<file path="config.mk">
export PLATFORM = sky130hd
export DESIGN_NAME = laser_stripe_gray_centroid_flat
export DESIGN_NICKNAME = d
export VERILOG_FILES = /design/src/lsgc_pkg.sv /design/src/lsgc_ifs.sv /design/src/lsgc_ctrl.sv /design/src/lsgc_div.sv /design/src/lsgc_dp.sv /design/src/laser_stripe_gray_centroid.sv /design/src/flat_wrapper.sv
export SDC_FILE = /design/constraint.sdc
export NUM_CORES = 1
export LEC_CHECK = 0
export BUFFER_PORTS_ARGS = -buffer_cell sky130_fd_sc_hd__buf_2
export CORE_UTILIZATION = 60
export CTS_CLUSTER_SIZE = 20
export DETAILED_ROUTE_END_ITERATION = 10
export PLACE_DENSITY = 0.85
export SYNTH_ARGS = -nofsm -noshare
export SYNTH_HDL_FRONTEND = slang
export SYNTH_SLANG_ARGS = --single-unit
</file>
<file path="constraint.sdc">
create_clock -name clk -period 9.2 [get_ports clk]
set_input_delay 0.46 -clock clk [delete_from_list [all_inputs] [get_ports clk]]
set_output_delay 0.46 -clock clk [all_outputs]
set_load 0.02 [all_outputs]
</file>
<file path="src/lsgc_pkg.sv">
`timescale 1ns / 1ps
// Shared types and constants of the laser stripe gray centroid block.
// No dependencies; the design files use it by scoped names, the test files import it.
package lsgc_pkg;

	localparam int PIX_W      = 8;
	localparam int ROW_W      = 11;
	localparam int COL_W      = 11;
	localparam int PROD_W     = ROW_W + PIX_W;
	localparam int WACC_W     = 31;
	localparam int IACC_W     = 20;
	localparam int CENTER_W   = 19;
	localparam int SUMTHR_W   = 19;
	localparam int ROI_POS_W  = 11;
	localparam int ROI_SIZE_W = 12;
	localparam int LIM_W      = 13;
	localparam int CFG_IDX_W  = 3;
	localparam int CFG_DATA_W = 19;

	localparam logic [CFG_IDX_W-1:0] CFG_PIXEL_THR  = 3'd0;
	localparam logic [CFG_IDX_W-1:0] CFG_SUM_THR    = 3'd1;
	localparam logic [CFG_IDX_W-1:0] CFG_ROI_LEFT   = 3'd2;
	localparam logic [CFG_IDX_W-1:0] CFG_ROI_TOP    = 3'd3;
	localparam logic [CFG_IDX_W-1:0] CFG_ROI_WIDTH  = 3'd4;
	localparam logic [CFG_IDX_W-1:0] CFG_ROI_HEIGHT = 3'd5;

	// controller to datapath
	typedef struct packed {
		logic take;      // pixel channel open
		logic clr_acc;   // column closed: clear accumulators
		logic div_start; // load divider with accumulators
		logic out_load;  // move quotient into output register
	} lsgc_cmd_t;

	// datapath to controller
	typedef struct packed {
		logic sum_pass;  // intensity sum above sum threshold
		logic div_busy;
		logic out_free;  // output register empty or being taken
	} lsgc_stat_t;

endpackage

</file>
<file path="src/lsgc_ifs.sv">
`timescale 1ns / 1ps
// Valid/ready channels of the laser stripe gray centroid block: pixels in,
// centers out, configuration writes. Depends on lsgc_pkg for field widths.
interface lsgc_pix_if;
	logic                          valid;
	logic                          ready;
	logic [lsgc_pkg::PIX_W-1:0]    pixel_value;
	logic [lsgc_pkg::ROW_W-1:0]    row_index;
	logic [lsgc_pkg::COL_W-1:0]    column_index;
	logic                          column_end;
	modport source (output valid, pixel_value, row_index, column_index, column_end,
		input ready);
	modport sink (input valid, pixel_value, row_index, column_index, column_end,
		output ready);
endinterface

interface lsgc_res_if;
	logic                            valid;
	logic                            ready;
	logic [lsgc_pkg::COL_W-1:0]      out_column;
	logic [lsgc_pkg::CENTER_W-1:0]   center_row_fixed;
	modport source (output valid, out_column, center_row_fixed, input ready);
	modport sink (input valid, out_column, center_row_fixed, output ready);
endinterface

interface lsgc_cfg_if;
	logic                              valid;
	logic                              ready;
	logic [lsgc_pkg::CFG_IDX_W-1:0]    index;
	logic [lsgc_pkg::CFG_DATA_W-1:0]   data;
	modport source (output valid, index, data, input ready);
	modport sink (input valid, index, data, output ready);
endinterface

</file>
<file path="src/lsgc_ctrl.sv">
`timescale 1ns / 1ps
// Column sequencer: opens the pixel channel, closes a column on its end mark,
// runs the divider and hands the center to the output register. Uses lsgc_pkg.
module lsgc_ctrl (
	input  logic                 clk,
	input  logic                 arst_n,
	input  logic                 pix_valid,
	input  logic                 pix_column_end,
	input  lsgc_pkg::lsgc_stat_t stat,
	output lsgc_pkg::lsgc_cmd_t  cmd
);

	typedef enum logic [4:0] {
		ST_RUN   = 5'b00001,
		ST_ACC   = 5'b00010,
		ST_CHECK = 5'b00100,
		ST_DIV   = 5'b01000,
		ST_EMIT  = 5'b10000
	} state_t;

	state_t state_q, state_d;

	always_comb begin
		state_d       = state_q;
		cmd           = '0;
		unique case (state_q)
			ST_RUN: begin
				cmd.take = 1'b1;
				if (pix_valid && pix_column_end) begin
					state_d = ST_ACC;
				end
			end
			// last pixel of the column is being added in this cycle
			ST_ACC: begin
				state_d = ST_CHECK;
			end
			ST_CHECK: begin
				cmd.clr_acc = 1'b1;
				if (stat.sum_pass) begin
					cmd.div_start = 1'b1;
					state_d       = ST_DIV;
				end else begin
					state_d = ST_RUN;
				end
			end
			ST_DIV: begin
				if (!stat.div_busy) begin
					state_d = ST_EMIT;
				end
			end
			ST_EMIT: begin
				if (stat.out_free) begin
					cmd.out_load = 1'b1;
					state_d      = ST_RUN;
				end
			end
			default: begin
				state_d = ST_RUN;
			end
		endcase
	end

	always_ff @(posedge clk or negedge arst_n) begin
		if (!arst_n) begin
			state_q <= ST_RUN;
		end else begin
			state_q <= state_d;
		end
	end

endmodule

</file>
<file path="src/lsgc_div.sv">
`timescale 1ns / 1ps
// Restoring divider, one quotient bit per cycle: (weighted << FRACTION_BITS)
// / intensity, saturated to the center width. Uses lsgc_pkg.
module lsgc_div #(
	parameter int FRACTION_BITS = 8
) (
	input  logic                            clk,
	input  logic                            arst_n,
	input  logic                            start,
	input  logic [lsgc_pkg::WACC_W-1:0]     weighted,
	input  logic [lsgc_pkg::IACC_W-1:0]     intensity,
	output logic                            busy,
	output logic [lsgc_pkg::CENTER_W-1:0]   quotient
);

	localparam int NUM_W = lsgc_pkg::WACC_W + FRACTION_BITS;
	localparam int CNT_W = $clog2(NUM_W + 1);

	logic                          busy_q;
	logic [CNT_W-1:0]              cnt_q;
	logic [NUM_W-1:0]              quo_q;
	logic [lsgc_pkg::IACC_W-1:0]   rem_q;
	logic [lsgc_pkg::IACC_W-1:0]   den_q;
	logic [lsgc_pkg::IACC_W:0]     trial;
	logic                          fits;

	assign trial = {rem_q, quo_q[NUM_W-1]};
	assign fits  = trial >= {1'b0, den_q};

	always_ff @(posedge clk or negedge arst_n) begin
		if (!arst_n) begin
			busy_q <= 1'b0;
			cnt_q  <= '0;
		end else if (start) begin
			busy_q <= 1'b1;
			cnt_q  <= CNT_W'(NUM_W);
		end else if (busy_q) begin
			cnt_q <= cnt_q - 1'b1;
			if (cnt_q == CNT_W'(1)) begin
				busy_q <= 1'b0;
			end
		end
	end

	always_ff @(posedge clk) begin
		if (start) begin
			quo_q <= NUM_W'(weighted) << FRACTION_BITS;
			rem_q <= '0;
			den_q <= intensity;
		end else if (busy_q) begin
			// shift the next numerator bit in, subtract when the divisor fits
			quo_q <= {quo_q[NUM_W-2:0], fits};
			if (fits) begin
				rem_q <= lsgc_pkg::IACC_W'(trial - {1'b0, den_q});
			end else begin
				rem_q <= trial[lsgc_pkg::IACC_W-1:0];
			end
		end
	end

	assign busy     = busy_q;
	assign quotient = (|quo_q[NUM_W-1:lsgc_pkg::CENTER_W]) ? '1
		: quo_q[lsgc_pkg::CENTER_W-1:0];

endmodule

</file>
<file path="src/lsgc_dp.sv">
`timescale 1ns / 1ps
// Datapath: configuration registers, region test, product stage, saturating
// accumulators, divider and output register. Uses lsgc_pkg and lsgc_div.
module lsgc_dp #(
	parameter int IMAGE_ROWS    = 2048,
	parameter int IMAGE_COLS    = 2048,
	parameter int FRACTION_BITS = 8
) (
	input  logic                              clk,
	input  logic                              arst_n,
	input  lsgc_pkg::lsgc_cmd_t               cmd,
	output lsgc_pkg::lsgc_stat_t              stat,
	input  logic                              cfg_valid,
	input  logic [lsgc_pkg::CFG_IDX_W-1:0]    cfg_index,
	input  logic [lsgc_pkg::CFG_DATA_W-1:0]   cfg_data,
	input  logic                              pix_valid,
	input  logic [lsgc_pkg::PIX_W-1:0]        pixel_value,
	input  logic [lsgc_pkg::ROW_W-1:0]        row_index,
	input  logic [lsgc_pkg::COL_W-1:0]        column_index,
	input  logic                              res_ready,
	output logic                              res_valid,
	output logic [lsgc_pkg::COL_W-1:0]        out_column,
	output logic [lsgc_pkg::CENTER_W-1:0]     center_row_fixed
);

	localparam int LW = lsgc_pkg::LIM_W;

	logic [lsgc_pkg::PIX_W-1:0]       pix_thr_q;
	logic [lsgc_pkg::SUMTHR_W-1:0]    sum_thr_q;
	logic [lsgc_pkg::ROI_POS_W-1:0]   roi_left_q;
	logic [lsgc_pkg::ROI_POS_W-1:0]   roi_top_q;
	logic [lsgc_pkg::ROI_SIZE_W-1:0]  roi_width_q;
	logic [lsgc_pkg::ROI_SIZE_W-1:0]  roi_height_q;

	logic                             accept;
	logic                             in_image;
	logic                             in_roi;
	logic                             hit;
	logic                             valid_s1;
	logic                             hit_s1;
	logic [lsgc_pkg::PROD_W-1:0]      prod_s1;
	logic [lsgc_pkg::PIX_W-1:0]       value_s1;
	logic [lsgc_pkg::COL_W-1:0]       col_s1;

	logic [lsgc_pkg::WACC_W-1:0]      wacc_q;
	logic [lsgc_pkg::IACC_W-1:0]      iacc_q;
	logic [lsgc_pkg::WACC_W:0]        wsum;
	logic [lsgc_pkg::IACC_W:0]        isum;

	logic                             div_busy;
	logic [lsgc_pkg::CENTER_W-1:0]    quotient;
	logic                             out_valid_q;
	logic [lsgc_pkg::COL_W-1:0]       out_col_q;
	logic [lsgc_pkg::CENTER_W-1:0]    out_center_q;

	always_ff @(posedge clk or negedge arst_n) begin
		if (!arst_n) begin
			pix_thr_q    <= '0;
			sum_thr_q    <= '0;
			roi_left_q   <= '0;
			roi_top_q    <= '0;
			roi_width_q  <= '0;
			roi_height_q <= '0;
		end else if (cfg_valid) begin
			unique case (cfg_index)
				lsgc_pkg::CFG_PIXEL_THR:  pix_thr_q    <= cfg_data[lsgc_pkg::PIX_W-1:0];
				lsgc_pkg::CFG_SUM_THR:    sum_thr_q    <= cfg_data[lsgc_pkg::SUMTHR_W-1:0];
				lsgc_pkg::CFG_ROI_LEFT:   roi_left_q   <= cfg_data[lsgc_pkg::ROI_POS_W-1:0];
				lsgc_pkg::CFG_ROI_TOP:    roi_top_q    <= cfg_data[lsgc_pkg::ROI_POS_W-1:0];
				lsgc_pkg::CFG_ROI_WIDTH:  roi_width_q  <= cfg_data[lsgc_pkg::ROI_SIZE_W-1:0];
				lsgc_pkg::CFG_ROI_HEIGHT: roi_height_q <= cfg_data[lsgc_pkg::ROI_SIZE_W-1:0];
				default: ;
			endcase
		end
	end

	// region test: clip to image, then a zero-sized region means whole image
	assign accept   = pix_valid && cmd.take;
	assign in_image = (LW'(row_index) < LW'(IMAGE_ROWS)) && (LW'(column_index) < LW'(IMAGE_COLS));
	assign in_roi   = (roi_width_q == '0) || (roi_height_q == '0) ||
		((column_index >= roi_left_q) &&
		 (LW'(column_index) < LW'(roi_left_q) + LW'(roi_width_q)) &&
		 (row_index >= roi_top_q) &&
		 (LW'(row_index) < LW'(roi_top_q) + LW'(roi_height_q)));
	assign hit      = in_image && in_roi && (pixel_value >= pix_thr_q);

	always_ff @(posedge clk or negedge arst_n) begin
		if (!arst_n) begin
			valid_s1 <= 1'b0;
		end else begin
			valid_s1 <= accept;
		end
	end

	always_ff @(posedge clk) begin
		if (accept) begin
			hit_s1   <= hit;
			prod_s1  <= row_index * pixel_value;
			value_s1 <= pixel_value;
			col_s1   <= column_index;
		end
	end

	assign wsum = {1'b0, wacc_q} + (lsgc_pkg::WACC_W + 1)'(prod_s1);
	assign isum = {1'b0, iacc_q} + (lsgc_pkg::IACC_W + 1)'(value_s1);

	always_ff @(posedge clk or negedge arst_n) begin
		if (!arst_n) begin
			wacc_q <= '0;
			iacc_q <= '0;
		end else if (cmd.clr_acc) begin
			wacc_q <= '0;
			iacc_q <= '0;
		end else if (valid_s1 && hit_s1) begin
			wacc_q <= wsum[lsgc_pkg::WACC_W] ? '1 : wsum[lsgc_pkg::WACC_W-1:0];
			iacc_q <= isum[lsgc_pkg::IACC_W] ? '1 : isum[lsgc_pkg::IACC_W-1:0];
		end
	end

	lsgc_div #(
		.FRACTION_BITS(FRACTION_BITS)
	) u_div (
		.clk      (clk),
		.arst_n   (arst_n),
		.start    (cmd.div_start),
		.weighted (wacc_q),
		.intensity(iacc_q),
		.busy     (div_busy),
		.quotient (quotient)
	);

	always_ff @(posedge clk or negedge arst_n) begin
		if (!arst_n) begin
			out_valid_q <= 1'b0;
		end else if (cmd.out_load) begin
			out_valid_q <= 1'b1;
		end else if (res_ready) begin
			out_valid_q <= 1'b0;
		end
	end

	always_ff @(posedge clk) begin
		if (cmd.out_load) begin
			out_col_q    <= col_s1;
			out_center_q <= quotient;
		end
	end

	assign stat.sum_pass = iacc_q > {1'b0, sum_thr_q};
	assign stat.div_busy = div_busy;
	assign stat.out_free = !out_valid_q || res_ready;

	assign res_valid        = out_valid_q;
	assign out_column       = out_col_q;
	assign center_row_fixed = out_center_q;

endmodule

</file>
<file path="src/laser_stripe_gray_centroid.sv">
`timescale 1ns / 1ps
// Laser stripe center extraction by gray centroid.
// Channels: pix (sink) takes one gray pixel per transfer with its row, column
// and end-of-column mark, in column-major order; res (source) gives the column
// and its centroid row with FRACTION_BITS fraction bits; cfg (sink) writes one
// register per transfer and is always ready (indexes beyond the list are ignored).
// Throughput: one pixel per cycle inside a column. After the transfer that
// carries the column end, pix.ready stays low while the column is closed in ST_ACC
// and ST_CHECK; when the sum passes, the divider then runs one quotient bit per
// cycle over 31 + FRACTION_BITS bits (ST_DIV) and the quotient moves into the
// output register (ST_EMIT) before pix opens again, while a column that fails
// the sum test gives no transfer and reopens pix after ST_CHECK.
// The output register holds one center; if res stalls, the next center waits
// in the divider and pix stays closed until the register frees.
// Reset clears all configuration registers, both accumulators and the output valid.
// Lookup of the helper modules: lsgc_ctrl, lsgc_dp, lsgc_div, lsgc_pkg, lsgc_ifs.
module laser_stripe_gray_centroid #(
	parameter int IMAGE_ROWS    = 2048,
	parameter int IMAGE_COLS    = 2048,
	parameter int FRACTION_BITS = 8
) (
	input  logic        clk,
	input  logic        arst_n,
	lsgc_pix_if.sink    pix,
	lsgc_res_if.source  res,
	lsgc_cfg_if.sink    cfg
);

	lsgc_pkg::lsgc_cmd_t  cmd;
	lsgc_pkg::lsgc_stat_t stat;

	assign pix.ready = cmd.take;
	assign cfg.ready = 1'b1;

	lsgc_ctrl u_ctrl (
		.clk           (clk),
		.arst_n        (arst_n),
		.pix_valid     (pix.valid),
		.pix_column_end(pix.column_end),
		.stat          (stat),
		.cmd           (cmd)
	);

	lsgc_dp #(
		.IMAGE_ROWS   (IMAGE_ROWS),
		.IMAGE_COLS   (IMAGE_COLS),
		.FRACTION_BITS(FRACTION_BITS)
	) u_dp (
		.clk             (clk),
		.arst_n          (arst_n),
		.cmd             (cmd),
		.stat            (stat),
		.cfg_valid       (cfg.valid),
		.cfg_index       (cfg.index),
		.cfg_data        (cfg.data),
		.pix_valid       (pix.valid),
		.pixel_value     (pix.pixel_value),
		.row_index       (pix.row_index),
		.column_index    (pix.column_index),
		.res_ready       (res.ready),
		.res_valid       (res.valid),
		.out_column      (res.out_column),
		.center_row_fixed(res.center_row_fixed)
	);

	a_div_needs_sum: assert property (@(posedge clk) disable iff (!arst_n)
		cmd.div_start |-> stat.sum_pass)
		else $error("divider started on a column below the sum threshold");

	a_closed_while_div: assert property (@(posedge clk) disable iff (!arst_n)
		stat.div_busy |-> !pix.ready)
		else $error("pixel channel open while the divider runs");

	a_no_overwrite: assert property (@(posedge clk) disable iff (!arst_n)
		cmd.out_load |-> (!res.valid || res.ready))
		else $error("output register loaded over a pending center");

	a_clear_after_end: assert property (@(posedge clk) disable iff (!arst_n)
		(pix.valid && pix.ready && pix.column_end) |=> ##1 cmd.clr_acc)
		else $error("accumulators not cleared after column end");

endmodule

</file>
<file path="src/flat_wrapper.sv">
// flat-port wrapper written by rule: the top's interface ports become plain ports
module laser_stripe_gray_centroid_flat 
#(
	parameter int IMAGE_ROWS    = 2048,
	parameter int IMAGE_COLS    = 2048,
	parameter int FRACTION_BITS = 8
)
  (clk, arst_n, pix_valid, pix_pixel_value, pix_row_index, pix_column_index, pix_column_end, pix_ready, res_valid, res_out_column, res_center_row_fixed, res_ready, cfg_valid, cfg_index, cfg_data, cfg_ready);
  lsgc_pix_if pix_i ();
  lsgc_res_if res_i ();
  lsgc_cfg_if cfg_i ();
  input  logic clk;
  input  logic arst_n;
  input wire logic [$bits(pix_i.valid)-1:0] pix_valid;
  input wire logic [$bits(pix_i.pixel_value)-1:0] pix_pixel_value;
  input wire logic [$bits(pix_i.row_index)-1:0] pix_row_index;
  input wire logic [$bits(pix_i.column_index)-1:0] pix_column_index;
  input wire logic [$bits(pix_i.column_end)-1:0] pix_column_end;
  output wire logic [$bits(pix_i.ready)-1:0] pix_ready;
  output wire logic [$bits(res_i.valid)-1:0] res_valid;
  output wire logic [$bits(res_i.out_column)-1:0] res_out_column;
  output wire logic [$bits(res_i.center_row_fixed)-1:0] res_center_row_fixed;
  input wire logic [$bits(res_i.ready)-1:0] res_ready;
  input wire logic [$bits(cfg_i.valid)-1:0] cfg_valid;
  input wire logic [$bits(cfg_i.index)-1:0] cfg_index;
  input wire logic [$bits(cfg_i.data)-1:0] cfg_data;
  output wire logic [$bits(cfg_i.ready)-1:0] cfg_ready;
  assign pix_i.valid = pix_valid;
  assign pix_i.pixel_value = pix_pixel_value;
  assign pix_i.row_index = pix_row_index;
  assign pix_i.column_index = pix_column_index;
  assign pix_i.column_end = pix_column_end;
  assign pix_ready = pix_i.ready;
  assign res_valid = res_i.valid;
  assign res_out_column = res_i.out_column;
  assign res_center_row_fixed = res_i.center_row_fixed;
  assign res_i.ready = res_ready;
  assign cfg_i.valid = cfg_valid;
  assign cfg_i.index = cfg_index;
  assign cfg_i.data = cfg_data;
  assign cfg_ready = cfg_i.ready;
  laser_stripe_gray_centroid #(.IMAGE_ROWS(IMAGE_ROWS), .IMAGE_COLS(IMAGE_COLS), .FRACTION_BITS(FRACTION_BITS)) u_core (.clk(clk), .arst_n(arst_n), .pix(pix_i), .res(res_i), .cfg(cfg_i));
endmodule
</file>
# Word-level counts from Yosys, hierarchy flattened
# Cells that the tools add are included.
[totals] output_inout_bits=33 regBits=286 wordCells=102 input_bits=58
[op_classes] reduce_logical=25 n_addsub=6 order_cmp=7 n_mul=1 muxes=26 eq_ne=14
[ops] op="$mux 31" count=3
[ops] op="$mux 20" count=4
[ops] op="$mux 39" count=2
[ops] op="$add 31x19->32" count=1
[ops] op="$add 11x12->13" count=2
[ops] op="$lt 11x13->1" count=2
[ops] op="$pmux 5 s5" count=1
[ops] op="$logic_not 12->1" count=2
[ops] op="$ge 11x11->1" count=2
[ops] op="$add 20x8->21" count=1
[ops] op="$ge 21x20->1" count=1
[ops] op="$gt 20x19->1" count=1
[ops] op="$reduce_or 20->1" count=1
[ops] op="$sub 20x20->20" count=1
[ops] op="$mul 11x8->19" count=1
[ops] op="$mux 5" count=3
[ops] op="$mux 6" count=2
[ops] op="$reduce_and 2->1" count=6
[ops] op="$mux 1" count=9
[ops] op="$ge 8x8->1" count=1
[ops] op="$logic_and 1x1->1" count=7
[ops] op="$eq 3x2->1 const B" count=2
[ops] op="$eq 3x3->1 const B" count=2
[ops] op="$eq 6x1->1 const B" count=1
[ops] op="16 further kinds" count=21

# Longest topological paths before layout
[depth] depth_word=7 ltp_mapped=18 depth_no_buf=18

# Cells and area by module
# A second synthesis with hierarchy kept.
[unflattened] hier_cells=1831 area_unflattened_um2=18961.9
[modules_own_cells] module="lsgc_dp" seq_area_each_um2=5225.0 area_each_um2=13949.6 cells_per_inst=1349 n_inst=1
[modules_own_cells] module="lsgc_div" seq_area_each_um2=2267.2 area_each_um2=4680.7 cells_per_inst=445 n_inst=1
[modules_own_cells] module="lsgc_ctrl" seq_area_each_um2=126.4 area_each_um2=320.3 cells_per_inst=35 n_inst=1
[modules_own_cells] module="laser_stripe_gray_centroid" seq_area_each_um2=0.0 area_each_um2=11.3 cells_per_inst=2 n_inst=1

# Worst setup path before layout
# OpenSTA, ideal clock, no wires.
[synth_path] kind="input -> register" startpoint="input pix_pixel_value[4]" endpoint="register u_core.u_dp.prod_s1[18] in the netlist's numbering (data pin)" setup_ns=0.259 setup_slack_ns=4.499 n_path_buf=1 t_required_ns=8.941 stages=17 arrival_ns=4.442 path_cell_list="clkbuf_1 -> and2_1 -> fa_1 -> fa_1 -> inv_1 -> fa_1 -> fa_1 -> inv_1 -> ha_1 -> o21ai_0 -> o21a_1 -> o31ai_1 -> nor4_1 -> o31ai_1 -> nor4_1 -> a21oi_1 -> xnor2_1"
[synth_between] elab_chain_cells=1
[synth_rtl] item="start, declared" line="flat_wrapper.sv:15" source="input wire logic [$bits(pix_i.pixel_value)-1:0] pix_pixel_value;"
[synth_rtl] item="$mul 11x8->19" line="lsgc_dp.sv:98" source="prod_s1 <= row_index * pixel_value;"
[synth_rtl] item="end signal, assigned" line="lsgc_dp.sv:98"
[synth_rtl] item="end, declared" line="lsgc_dp.sv:41" source="logic [lsgc_pkg::PROD_W-1:0] prod_s1;"
# Every way passes these cells.
# A chain may end at the register's enable or synchronous reset.

# Worst setup path in the final report
# Same ends and word-level chain as after synthesis.

==> impl_metrics.csv <==
group,metric,value,unit
place,io_buffer_count,89,
final_layout,drive_gt1_share,10.2,%
sta,final_hold_viol_count,0,
floorplan,row_count,64,
floorplan,start_util,61.0,%
grt,grt_pass1_vias,14242,
route,dr_total_vias,14329,
final_layout,design_area,0.0204,mm2
yosys,synth.distinct_cells,76,
cts,cts_made_buffers,28,
run,max-cap-violations,0,
place,gp_congestion,0.908,
grt,antenna_found_initial,0,
floorplan,coreArea,0.0306,mm2
cts,clock_latency,0.56,ns
floorplan,die_area,0.0318,mm2
pwr,vdd_drop_max,0.181,mV
sta,fin_skew,0.0176,ns
grt,grtUsageTotal,26.4,%
yosys,ys.flop_type,"dfrtp_1",
sta,fmax,220,MHz
sta,setup_viol_count_final,0,
cts,root_buffer,"clkbuf_16",
yosys,synthMuxAreaShare,3.64,%
route,drt_iter0_markers,1098,
cts,cts_resized,0,
status,status,"complete, no violations",
grt,overflow,0,
route,ant_nets,0,
yosys,synth_top_family_by_area,"adder cells",
setup_path,critPathSlowestCell,"fa_1",
yosys,synth-edff-count,120,
route,drt-wirelength-per-cell,17.3,um
place,placed_cell_area,0.0195,mm2
setup_path,start_kind,"primary input",
route,wl_met1,18000,um
setup_path,crit_family,"adder cells",
yosys,synth-compound-area-share,14.6,%
setup_path,arrival,4.84,ns
yosys,ys_warn_count,0,
cts,cts.path.max_buffers,3,
final_layout,area_growth,9.30,%
setup_path,crit_path_max_fanout,13,
route,drc_errors,0,
sta,slew_viol_final,0,
route,wirelength,41300,um
sta,fin_crit,4.54,ns
pwr,p_leak,9.22,nW
yosys,yosys.area_share.simple,14.5,%
yosys,ys_seq_area_share,40.8,%
cts,clk_pin_slew,0.06,ns
setup_path,required,9.50,ns
yosys,syn_inst,1888,
sta,slew_headroom,19.8,%
route,wl_met2,19800,um
floorplan,die_h,178,um
yosys,synthAdderAreaFrac,18.3,%
sta,worstMarginPinSlew,1.20,ns
cts,cts_tree,"done",
floorplan,die_w,178,um
yosys,synthArstFlopShare,48.3,%
setup_path,crit_path_end_kind,"flip-flop",
yosys,ys_top_cells_by_area,"edfxtp_1, dfrtp_1, ha_1, fa_1, o21ai_0",
route,vias_per_cell,6.02,
worst_hold_path,hp-class,"primary input to flip-flop",
sta,post-route-period-util,49.4,%
setup_path,cp_num_buf_inv,3,
sta,setup-tns-final,0,ns
route,dr.pass1.iters,6,
floorplan,ios,91,
yosys,syn_area,0.0187,mm2
yosys,synth.avg_cell_area,9.88,um2
final_layout,n_fill_cell,2291,
yosys,yosys.area.top_type,"edfxtp_1",
cts,cts.sinks,286,
setup_path,cp_common_cell,"fa_1",
sta,hold_slack,0.0893,ns
setup_path,crit_type,"primary input to flip-flop",
final_layout,nNetsFinal,2256,
route,wl_met3,2290,um
route,routed.top_layer,"met4",
setup_path,critPathMaxStageDelay,0.55,ns
yosys,synth-xor-area-share,2.96,%
yosys,synth-seq-cells,286,
yosys,syn_nets,2184,
cts,htreeDepth,1,
setup_path,path_cells,"buf_2 -> and2_1 -> fa_1 -> fa_1 -> inv_1 -> fa_1 -> fa_1 -> inv_1 -> ha_1 -> o21ai_0 -> o21a_1 -> o31ai_1 -> nor4_1 -> o31ai_1 -> nor4_1 -> a21oi_1 -> xnor2_1",
pwr,power.density,261,mW/mm2
sta,rsz0062_at_grt,"false",
grt,grt_pass1_wl,68000,um
place,dp_hpwl,30000,um
grt,grt_max_degree,87,
yosys,synth_top_area_share,19.3,%
## logic make-up (layout without fill, tap and decap cells)
group           after synthesis  count (layout)
flops                       286             286
compound gates              434             434
mux                          63              63
simple gates                556             556
fa+ha+maj                   238             238
xor+xnor                     63              63
other cells                   1               2
buf+inv                     247             341
## worst reg2reg max path, cell delays in order (launching register included)
cell       delay [ns]
dfrtp_1          0.41
ha_1             0.24
inv_1            0.08
fa_1             0.20
nor2b_1          0.06
o21ai_0          0.23
a21oi_1          0.14
o41ai_1          0.60
o21ai_0          0.24
xnor2_1          0.17
ha_1             0.22
a2111oi_0        0.35
o21ai_0          0.16
nor3_1           0.29
a2111oi_0        0.11
o2bb2ai_1        0.15
a211oi_1         0.42
## path summary, 6_finish.rpt
| check | slack, ns | from | to | cells after the start |
|---|---|---|---|---|
| setup / recovery | 4.66 | pix_pixel_value[4] | u_core.u_dp.prod_s1[18]$_DFFE_PP_ | 17 |
| hold / removal | 0.09 | res_ready | u_core.u_dp.res_valid$_DFFE_PN0P_ | 2 |
| setup reg to reg | 4.88 | u_core.u_dp.roi_top_q[0]$_DFFE_PN0P_ | u_core.u_dp.hit_s1$_DFFE_PP_ | 16 |
| hold reg to reg | 0.42 | u_core.u_dp.col_s1[7]$_DFFE_PP_ | u_core.u_dp.out_column[7]$_DFFE_PP_ | 0 |
| max in group asynchronous | 7.42 | arst_n | u_core.u_dp.roi_top_q[3]$_DFFE_PN0P_ | 3 |
| min in group asynchronous | 0.49 | arst_n | u_core.u_dp.u_div.cnt_q[0]$_DFFE_PN0P_ | 2 |
## layout make-up
cell class | count | area, um2 | share of cell area [%]
clock inverter | 16 | 149 | 0.730
multi-input combinational | 1355 | 10100 | 49.6
inverter | 187 | 702 | 3.44
clock buffer | 36 | 761 | 3.73
sequential | 286 | 7620 | 37.4
antenna | 1 | 2.50 | 0.0123
timing repair buffer | 102 | 552 | 2.71
tap | 396 | 495 | 2.43
## cells in the mapped netlist, drive strengths merged (28+ instances only)
| library cell | instances |
|---|---|
| a21oi | 77 |
| o21ai | 155 |
| nand3 | 31 |
| mux2 | 38 |
| dfxtp | 28 |
| xnor2 | 43 |
| nand2 | 182 |
| a211oi | 34 |
| nor3 | 40 |
| ha | 179 |
| dfrtp | 137 |
| or3 | 28 |
| clkbuf | 50 |
| fa | 59 |
| edfxtp | 120 |
| nor2 | 116 |
| inv | 187 |
| a31oi | 31 |
| and2 | 62 |
## flip-flops by register name, summed over array words and instances, names as in the netlist, 5 cells and up
register and count:
u_core.u_ctrl.state_q 5, u_core.u_dp.center_row_fixed 19, u_core.u_dp.col_s1 11, u_core.u_dp.iacc_q 20, u_core.u_dp.out_column 11, u_core.u_dp.pix_thr_q 8
u_core.u_dp.prod_s1 19, u_core.u_dp.roi_height_q 12, u_core.u_dp.roi_left_q 11, u_core.u_dp.roi_top_q 11, u_core.u_dp.roi_width_q 12, u_core.u_dp.sum_thr_q 19
u_core.u_dp.u_div.cnt_q 6, u_core.u_dp.u_div.den_q 20, u_core.u_dp.u_div.quo_q 39, u_core.u_dp.u_div.rem_q 20, u_core.u_dp.value_s1 8, u_core.u_dp.wacc_q 31
## power by group
group          total, W  switching (W)  internal [W]
clock network   0.00113       0.000491      0.000641
registers       0.00183       0.000205       0.00162
logic           0.00236        0.00135       0.00101
total           0.00532        0.00205       0.00327
## timing repair
item,CTS,global route
hold buffers,1,0
endpoints found under the hold margin,74,0
setup buffers,0,0
## per-stage QoR
stage               setup slack (ns)  util (%)  power [W]  std cells
CTS                             4.68      66.7    0.00530       2378
floorplan                       4.50         -    0.00357       1888
global placement                4.21      63.6    0.00400       2325
global route                    4.40      66.7    0.00570       2378
finish                          4.66      66.7    0.00532       2379
detailed placement              4.11      63.6    0.00414       2325
## per-layer routing
| metal | vias up | track usage (%) |
|---|---|---|
| met1 | 6919 | 35.2 |
| met2 | 489 | 44.7 |
| met4 | 0 | 8.09 |
| li1 | 6826 | - |
| met3 | 95 | 3.60 |
| met5 | - | 0 |
## layout by cell type, fill, tap and decap left out, drive strengths merged, types with 7 or more instances in the layout
cell	instances
mux2i	25
dfrtp	137
o21bai	8
a21o	26
buf	101
nand2	182
nor3	40
xnor2	43
clkinv	11
and3	24
o21ai	155
nor2	116
or3	28
nand3	31
a311oi	7
fa	59
nand2b	15
o31a	8
clkbuf	36
inv	187
mux2	38
nor4	17
o21a	25
nor2b	12
a211oi	34
a31oi	31
ha	179
a2111oi	7
xor2	20
and2	62
o211ai	9
a21oi	77
edfxtp	120
dfxtp	28
No activity file was read; power rests on OpenSTA's default activity.
